`src/sv/dq_pkg.sv`:
```
package dq_pkg;

    // Command codes.
    localparam logic [2:0] CMD_PUSH_FRONT = 3'd0;
    localparam logic [2:0] CMD_PUSH_BACK  = 3'd1;
    localparam logic [2:0] CMD_POP_FRONT  = 3'd2;
    localparam logic [2:0] CMD_POP_BACK   = 3'd3;
    localparam logic [2:0] CMD_PEEK_FRONT = 3'd4;
    localparam logic [2:0] CMD_PEEK_BACK  = 3'd5;

    // Result status codes.
    localparam logic [1:0] STAT_OK    = 2'd0;
    localparam logic [1:0] STAT_EMPTY = 2'd1;
    localparam logic [1:0] STAT_FULL  = 2'd2;

    typedef struct packed {
        logic [2:0]  cmd;
        logic [31:0] data_in;
    } dq_in_t;

    typedef struct packed {
        logic [31:0] data_out;
        logic [1:0]  status;
        logic        is_empty;
        logic [4:0]  occupancy;
    } dq_out_t;

    // Commands from the controller to the datapath.
    typedef struct packed {
        logic exec;
        logic load;
    } dq_ctrl_cmd_t;

    // Status from the datapath to the controller.
    typedef struct packed {
        logic out_stall;
    } dq_dp_status_t;

endpackage

```
`src/sv/double_ended_queue_core.sv`:
```
// Bounded double-ended queue of DEPTH words of DATA_WIDTH bits, kept as a ring in a
// single RAM. Each input item carries one command (push front, push back, pop front,
// pop back, peek front, peek back) and produces exactly one result item with the word
// read, a status (ok, empty, full), an empty flag and the occupancy after the command.
// A pop or peek on an empty queue and a push on a full queue report their status and
// change nothing; unused command codes return ok with no effect. The block works on
// one item at a time: an item is accepted in the idle cycle, the RAM write or read
// happens on that same edge, and the result is loaded into the output register
// from the load state once the output register is free; the load state is there for
// the registered read port of the ring RAM. The output register holds a finished
// result while the next item is accepted; if that result is still waiting when the
// new one is ready, the block holds the new one until the output frees up.
// Words pushed are cut to DATA_WIDTH bits, data_out shows the low 32 bits of the word
// and occupancy the low 5 bits of the count.
module double_ended_queue_core #(
    parameter int DEPTH      = 16,
    parameter int DATA_WIDTH = 32
) (
    input  logic            aclk,
    input  logic            aresetn,
    input  logic            s_valid,
    output logic            s_ready,
    input  dq_pkg::dq_in_t  s_item,
    output logic            m_valid,
    input  logic            m_ready,
    output dq_pkg::dq_out_t m_item
);

    localparam int AW = $clog2(DEPTH);

    // Controller and datapath talk only through these two structs.
    dq_pkg::dq_ctrl_cmd_t  ctrl_cmd;
    dq_pkg::dq_dp_status_t dp_status;

    // Ring RAM port signals.
    logic                  ram_wr_en;
    logic [AW-1:0]         ram_wr_addr;
    logic [DATA_WIDTH-1:0] ram_wr_data;
    logic                  ram_rd_en;
    logic [AW-1:0]         ram_rd_addr;
    logic [DATA_WIDTH-1:0] ram_rd_data;

    // The controller sequences accept and result load.
    dq_ctrl u_ctrl (
        .aclk      (aclk),
        .aresetn   (aresetn),
        .s_valid   (s_valid),
        .s_ready   (s_ready),
        .ctrl_cmd  (ctrl_cmd),
        .dp_status (dp_status)
    );

    // The datapath holds the front index, the word count and the output register.
    dq_datapath #(
        .DEPTH      (DEPTH),
        .DATA_WIDTH (DATA_WIDTH)
    ) u_datapath (
        .aclk        (aclk),
        .aresetn     (aresetn),
        .s_item      (s_item),
        .m_valid     (m_valid),
        .m_ready     (m_ready),
        .m_item      (m_item),
        .ctrl_cmd    (ctrl_cmd),
        .dp_status   (dp_status),
        .ram_wr_en   (ram_wr_en),
        .ram_wr_addr (ram_wr_addr),
        .ram_wr_data (ram_wr_data),
        .ram_rd_en   (ram_rd_en),
        .ram_rd_addr (ram_rd_addr),
        .ram_rd_data (ram_rd_data)
    );

    // Slot storage. Slots are read only after a push has written them, so the RAM
    // needs no clearing after reset.
    dq_ram #(
        .WIDTH (DATA_WIDTH),
        .DEPTH (DEPTH)
    ) u_ram (
        .clk     (aclk),
        .wr_en   (ram_wr_en),
        .wr_addr (ram_wr_addr),
        .wr_data (ram_wr_data),
        .rd_en   (ram_rd_en),
        .rd_addr (ram_rd_addr),
        .rd_data (ram_rd_data)
    );

endmodule

```
`src/sv/dq_ram.sv`:
```
module dq_ram #(
    parameter int WIDTH = 32,
    parameter int DEPTH = 16
) (
    input  logic                     clk,
    input  logic                     wr_en,
    input  logic [$clog2(DEPTH)-1:0] wr_addr,
    input  logic [WIDTH-1:0]         wr_data,
    input  logic                     rd_en,
    input  logic [$clog2(DEPTH)-1:0] rd_addr,
    output logic [WIDTH-1:0]         rd_data
);

    logic [WIDTH-1:0] mem [DEPTH];
    logic [WIDTH-1:0] rd_data_reg;

    always_ff @(posedge clk) begin
        if (wr_en) begin
            mem[wr_addr] <= wr_data;
        end
        if (rd_en) begin
            rd_data_reg <= mem[rd_addr];
        end
    end

    assign rd_data = rd_data_reg;

endmodule

```
`src/sv/dq_ctrl.sv`:
```
module dq_ctrl (
    input  logic                  aclk,
    input  logic                  aresetn,
    input  logic                  s_valid,
    output logic                  s_ready,
    output dq_pkg::dq_ctrl_cmd_t  ctrl_cmd,
    input  dq_pkg::dq_dp_status_t dp_status
);

    typedef enum logic [1:0] {
        S_IDLE = 2'b01,
        S_LOAD = 2'b10
    } dq_state_t;

    dq_state_t state_reg, state_next;

    always_comb begin
        state_next    = state_reg;
        s_ready       = 1'b0;
        ctrl_cmd.exec = 1'b0;
        ctrl_cmd.load = 1'b0;
        case (state_reg)
            S_IDLE: begin
                s_ready       = 1'b1;
                ctrl_cmd.exec = s_valid;
                if (s_valid) begin
                    state_next = S_LOAD;
                end
            end
            S_LOAD: begin
                // The read word is ready now; wait only for a free output register.
                if (!dp_status.out_stall) begin
                    ctrl_cmd.load = 1'b1;
                    state_next    = S_IDLE;
                end
            end
            default: begin
                state_next = S_IDLE;
            end
        endcase
    end

    always_ff @(posedge aclk) begin
        if (!aresetn) begin
            state_reg <= S_IDLE;
        end else begin
            state_reg <= state_next;
        end
    end

endmodule

```
`src/sv/dq_datapath.sv`:
```
module dq_datapath #(
    parameter int DEPTH      = 16,
    parameter int DATA_WIDTH = 32
) (
    input  logic                     aclk,
    input  logic                     aresetn,
    input  dq_pkg::dq_in_t           s_item,
    output logic                     m_valid,
    input  logic                     m_ready,
    output dq_pkg::dq_out_t          m_item,
    input  dq_pkg::dq_ctrl_cmd_t     ctrl_cmd,
    output dq_pkg::dq_dp_status_t    dp_status,
    output logic                     ram_wr_en,
    output logic [$clog2(DEPTH)-1:0] ram_wr_addr,
    output logic [DATA_WIDTH-1:0]    ram_wr_data,
    output logic                     ram_rd_en,
    output logic [$clog2(DEPTH)-1:0] ram_rd_addr,
    input  logic [DATA_WIDTH-1:0]    ram_rd_data
);

    localparam int AW = $clog2(DEPTH);
    localparam int CW = $clog2(DEPTH + 1);
    localparam int SW = CW + 1;

    logic [AW-1:0] front_reg, front_next;
    logic [CW-1:0] count_reg, count_next;
    logic          rd_sel_reg, rd_sel_next;
    logic [1:0]    status_reg, status_next;
    logic          out_valid_reg, out_valid_next;
    dq_pkg::dq_out_t m_item_reg, m_item_next;

    logic [SW-1:0] sum_tail, sum_back;
    logic [AW-1:0] tail_idx, back_idx, front_dec, front_inc;
    logic          full, empty;
    logic [DATA_WIDTH+31:0] wr_wide, rd_wide;
    logic [CW+4:0]          occ_wide;

    // Ring positions: tail is the free slot behind the back word.
    always_comb begin
        sum_tail  = SW'(front_reg) + SW'(count_reg);
        tail_idx  = (sum_tail >= SW'(DEPTH)) ? AW'(sum_tail - SW'(DEPTH)) : AW'(sum_tail);
        sum_back  = sum_tail - SW'(1);
        back_idx  = (sum_back >= SW'(DEPTH)) ? AW'(sum_back - SW'(DEPTH)) : AW'(sum_back);
        front_dec = (front_reg == '0) ? AW'(DEPTH - 1) : front_reg - AW'(1);
        front_inc = (front_reg == AW'(DEPTH - 1)) ? '0 : front_reg + AW'(1);
        full      = (count_reg == CW'(DEPTH));
        empty     = (count_reg == '0);
        wr_wide   = (DATA_WIDTH + 32)'(s_item.data_in);
        rd_wide   = (DATA_WIDTH + 32)'(ram_rd_data);
        occ_wide  = (CW + 5)'(count_reg);
    end

    assign ram_wr_data = wr_wide[DATA_WIDTH-1:0];

    always_comb begin
        front_next  = front_reg;
        count_next  = count_reg;
        rd_sel_next = rd_sel_reg;
        status_next = status_reg;
        ram_wr_en   = 1'b0;
        ram_wr_addr = tail_idx;
        ram_rd_en   = 1'b0;
        ram_rd_addr = front_reg;
        if (ctrl_cmd.exec) begin
            rd_sel_next = 1'b0;
            status_next = dq_pkg::STAT_OK;
            if (s_item.cmd inside {dq_pkg::CMD_PUSH_FRONT, dq_pkg::CMD_PUSH_BACK}) begin
                if (full) begin
                    status_next = dq_pkg::STAT_FULL;
                end
            end else if (s_item.cmd inside {[dq_pkg::CMD_POP_FRONT:dq_pkg::CMD_PEEK_BACK]}) begin
                if (empty) begin
                    status_next = dq_pkg::STAT_EMPTY;
                end
            end
            case (s_item.cmd)
                dq_pkg::CMD_PUSH_FRONT: begin
                    if (!full) begin
                        ram_wr_en   = 1'b1;
                        ram_wr_addr = front_dec;
                        front_next  = front_dec;
                        count_next  = count_reg + CW'(1);
                    end
                end
                dq_pkg::CMD_PUSH_BACK: begin
                    if (!full) begin
                        ram_wr_en   = 1'b1;
                        ram_wr_addr = tail_idx;
                        count_next  = count_reg + CW'(1);
                    end
                end
                dq_pkg::CMD_POP_FRONT: begin
                    if (!empty) begin
                        ram_rd_en   = 1'b1;
                        ram_rd_addr = front_reg;
                        rd_sel_next = 1'b1;
                        front_next  = front_inc;
                        count_next  = count_reg - CW'(1);
                    end
                end
                dq_pkg::CMD_POP_BACK: begin
                    if (!empty) begin
                        ram_rd_en   = 1'b1;
                        ram_rd_addr = back_idx;
                        rd_sel_next = 1'b1;
                        count_next  = count_reg - CW'(1);
                    end
                end
                dq_pkg::CMD_PEEK_FRONT: begin
                    if (!empty) begin
                        ram_rd_en   = 1'b1;
                        ram_rd_addr = front_reg;
                        rd_sel_next = 1'b1;
                    end
                end
                dq_pkg::CMD_PEEK_BACK: begin
                    if (!empty) begin
                        ram_rd_en   = 1'b1;
                        ram_rd_addr = back_idx;
                        rd_sel_next = 1'b1;
                    end
                end
                default: begin
                end
            endcase
        end
    end

    always_comb begin
        m_item_next    = m_item_reg;
        out_valid_next = out_valid_reg;
        if (m_ready) begin
            out_valid_next = 1'b0;
        end
        if (ctrl_cmd.load) begin
            m_item_next.data_out  = rd_sel_reg ? rd_wide[31:0] : 32'd0;
            m_item_next.status    = status_reg;
            m_item_next.is_empty  = empty;
            m_item_next.occupancy = occ_wide[4:0];
            out_valid_next        = 1'b1;
        end
    end

    assign dp_status.out_stall = out_valid_reg && !m_ready;
    assign m_valid             = out_valid_reg;
    assign m_item              = m_item_reg;

    always_ff @(posedge aclk) begin
        if (!aresetn) begin
            front_reg     <= '0;
            count_reg     <= '0;
            out_valid_reg <= 1'b0;
        end else begin
            front_reg     <= front_next;
            count_reg     <= count_next;
            out_valid_reg <= out_valid_next;
        end
    end

    always_ff @(posedge aclk) begin
        rd_sel_reg <= rd_sel_next;
        status_reg <= status_next;
        m_item_reg <= m_item_next;
    end

endmodule

```
`config.mk`:
```
export PLATFORM = sky130hd
export DESIGN_NAME = double_ended_queue_core
export DESIGN_NICKNAME = d
export VERILOG_FILES = /design/src/sv/dq_pkg.sv /design/src/sv/double_ended_queue_core.sv /design/src/sv/dq_ram.sv /design/src/sv/dq_ctrl.sv /design/src/sv/dq_datapath.sv
export SDC_FILE = /design/constraint.sdc
export NUM_CORES = 1
export LEC_CHECK = 0
export BUFFER_PORTS_ARGS = -buffer_cell sky130_fd_sc_hd__buf_2
export CELL_PAD_IN_SITES_DETAIL_PLACEMENT = 0
export CELL_PAD_IN_SITES_GLOBAL_PLACEMENT = 2
export CORE_ASPECT_RATIO = 1.4
export CORE_MARGIN = 5
export CORE_UTILIZATION = 48
export CTS_CLUSTER_DIAMETER = 200
export DETAILED_ROUTE_END_ITERATION = 10
export GPL_ROUTABILITY_DRIVEN = 0
export PLACE_DENSITY_LB_ADDON = 0.1
export SLEW_MARGIN = 20
export SYNTH_ARGS = -nofsm -noshare
export SYNTH_HDL_FRONTEND = slang
export SYNTH_SLANG_ARGS = --single-unit
```
`constraint.sdc`:
```
create_clock -name aclk -period 11.7 [get_ports aclk]
set_input_delay 2.925 -clock aclk [delete_from_list [all_inputs] [get_ports aclk]]
set_output_delay 2.925 -clock aclk [all_outputs]
set_load 0.005 [all_outputs]
```
==> run metrics <==
outcome completed; min-delay worst type reg -> reg; ys flop type edfxtp_1; maximum vdd drop 109.7 uV; # clock sinks 599; die height 272.3 microns; Syn Std Cell Area 23,600 sq um; CP Class in -> reg; Critical Path, Cell by Cell buf_2, xnor2_1, a2111o_2, o21ai_4, buf_4, a221oi_1, a2111oi_0, a32o_1; number of setup buffers added after CTS 0; # rows 96; Layout Area Growth over Synthesis 13.12%; CTS buffer count 56; fin. max-slew vios 0; largest net degree at the start of global routing 73; All-Layer GR Usage 22.78%; DRT Wirelength 62,230 microns; DIE WIDTH 197.4 microns; hold_buf cts 0; die area 53,750 sq um; Fin Setup TNS 0 ps; Worst Path Required 12,160 ps; CP startpoint kind primary input; clk slew on worst S/H paths 60 ps; Tmin final 6016 ps; core area 48,890 sq um; initial antenna violation count 2; Post-Synthesis Cells 1,456; Slew headroom 27.81%; DP Wirelength 32,620 microns; post-synth cell types 56; area leader, netlist edfxtp_1; setup ws final 5684 ps; share of layout cells above drive strength 1 14.82%; Initial Utilization 48.26%; syn nets 1,506; max frequency 0.1662 GHz; synth warn 0; 1st-pass router iterations 5; root buf cell clkbuf_16; register area share after synthesis 75.72%; grt ovf 0; H-Tree Depth 2; Clk Latency, worst-skew pair 600 ps; Layout Nets 1,599; Clock Tree Buf Depth 3; crit share post-route 51.42%; count of final hold-check violations 0; unrepaired setup endpoints after global routing false; Mean Syn Cell Area 16.21 sq um; global-route wire length before repair 90,220 microns; Setup violations, final 0; largest cells by area after synthesis edfxtp_1 75%, mux2i_1 4.5%, nand2_1 3.7%, a32oi_1 3.6%, and2_1 1.8%; critical path's slowest cell a2111o_2; Post-CTS Resized 0; max reg flops 512; max_cap viols 0; crit-path max cell delay 870 ps; Place WS 5081 ps; vias in the first global route 13,427; Final ANT Viol Nets 0; crit path max fanout 72; Layout Skew 18.72 ps; Buffers on Ports 80; register bit count reported by yosys 599; Worst-Margin Slew 1083 ps; asr flop ratio synth 0%; Power Density 162.8 nW/um^2; Yosys top cell area share 74.71%; Leakage 0.009054 uW; arrival time at the worst endpoint 6470 ps; Via Count 13,426; drt via density 6.021; DRC Markers 0; number of flops mapped to enable cells by yosys 587; TritonCTS clock tree done; CP endpoint kind flop; IO Count 81; Routed WL per cell 27.91 microns; DR iter-0 viols 1,061
-- report_power, final --
part	total (uW)	internal (uW)	switching, uW	leakage, uW
logic	261	82.1	179	0.00283
clock network	1700	942	757	0.000831
registers	2390	2380	8.60	0.00539
-- per-layer routing --
metal	part of all wire, %	vias up	GRT usage [%]
li1	-	5963	-
met1	40	7027	29.01
met2	53	352	41.28
met3	4.6	82	2.945
met4	2.1	2	5.604
met5	0.011	-	0
-- cell families (layout without fill, tap and decap cells) --
family                   Yosys count  count (layout)  synth area share [%]
AND/OR/NAND/NOR                  353             353                 6.676
XOR/XNOR                          13              13                0.6575
buffers and inverters            102             238                 1.983
other                              0               1                     0
adder cells (fa/ha/maj)           11              11                0.6470
AO/OA/AOI/OAI                    266             266                 9.524
flip-flops                       599             599                 75.72
multiplexers                     112             112                 4.788
-- cell usage after synthesis, drive strengths merged (2+ instances only) --
library cell	instances
a21oi	35
and3	3
a221oi	32
o32ai	4
ha	9
nor3	5
a21boi	3
a32oi	98
nand2	234
buf	33
xor2	5
dfxtp	12
xnor2	5
a32o	35
fa	2
clkbuf	55
nor2b	9
o211ai	3
o21ai	9
mux2	4
nand2b	2
mux2i	108
xnor3	3
inv	13
edfxtp	587
a2111oi	33
nor2	26
a21o	2
and2	68
-- cell usage in the layout, fill, tap and decap left out, types with 7 or more instances in the layout --
cell,count
edfxtp_1,587
nand2_1,234
mux2i_1,106
a32oi_1,97
buf_2,80
and2_1,68
clkbuf_16,58
buf_4,41
a32o_1,34
a21oi_1,34
a2111oi_0,32
a221oi_1,32
clkinv_1,20
nor2_4,16
inv_1,13
dfxtp_1,12
nor2_1,10
clkinv_2,10
clkbuf_1,10
ha_1,9
nor2b_1,8
o21ai_0,7
-- final timing paths --
check,start,endpoint,slack (ps),depth (start not counted)
worst min-delay path,u_datapath.status_reg[1],u_datapath.m_item[7],430,0
worst max register to register,u_datapath.front_reg[0],u_ram.rd_data[15],7050,10
worst min register to register,u_datapath.status_reg[1],u_datapath.m_item[7],430,0
worst max-delay path,s_item[34],u_ram.rd_data[6],5680,8
-- area by class of cell --
cell class	count	area [sq um]
inverter	14	52.55
fill	3925	22200
timing repair buffer	123	734.5
antenna	1	2.502
clock buffer	68	1489
tap	637	797.0
clock inverter	33	205.2
sequential	599	17870
multi-input combinational	755	5543
-- per-stage QoR --
| step | power, uW | std cells | hold slack [ps] | util, % | area, sq um |
|---|---|---|---|---|---|
| 6_report | 4345 | 2230 | 426.9 | 54.60 | 26690 |
| 5_1_grt | 4494 | 2229 | 431.4 | 54.59 | 26690 |
| 4_1_cts | 4377 | 2229 | 428.8 | 54.59 | 26690 |
| 3_5_place_dp | 2693 | 2128 | 414.4 | 51.13 | 24990 |
| 3_3_place_gp | 2688 | 2126 | 408.8 | 51.07 | 24970 |
| 2_1_floorplan | 2577 | 1456 | 400.3 | - | 23600 |
-- critical path: cells and delay by family --
kind	cells	cell delay (ps)
buf+inv	2	920
compound gates	5	2240
xor+xnor	1	280
(Power assumes the default switching activity.)
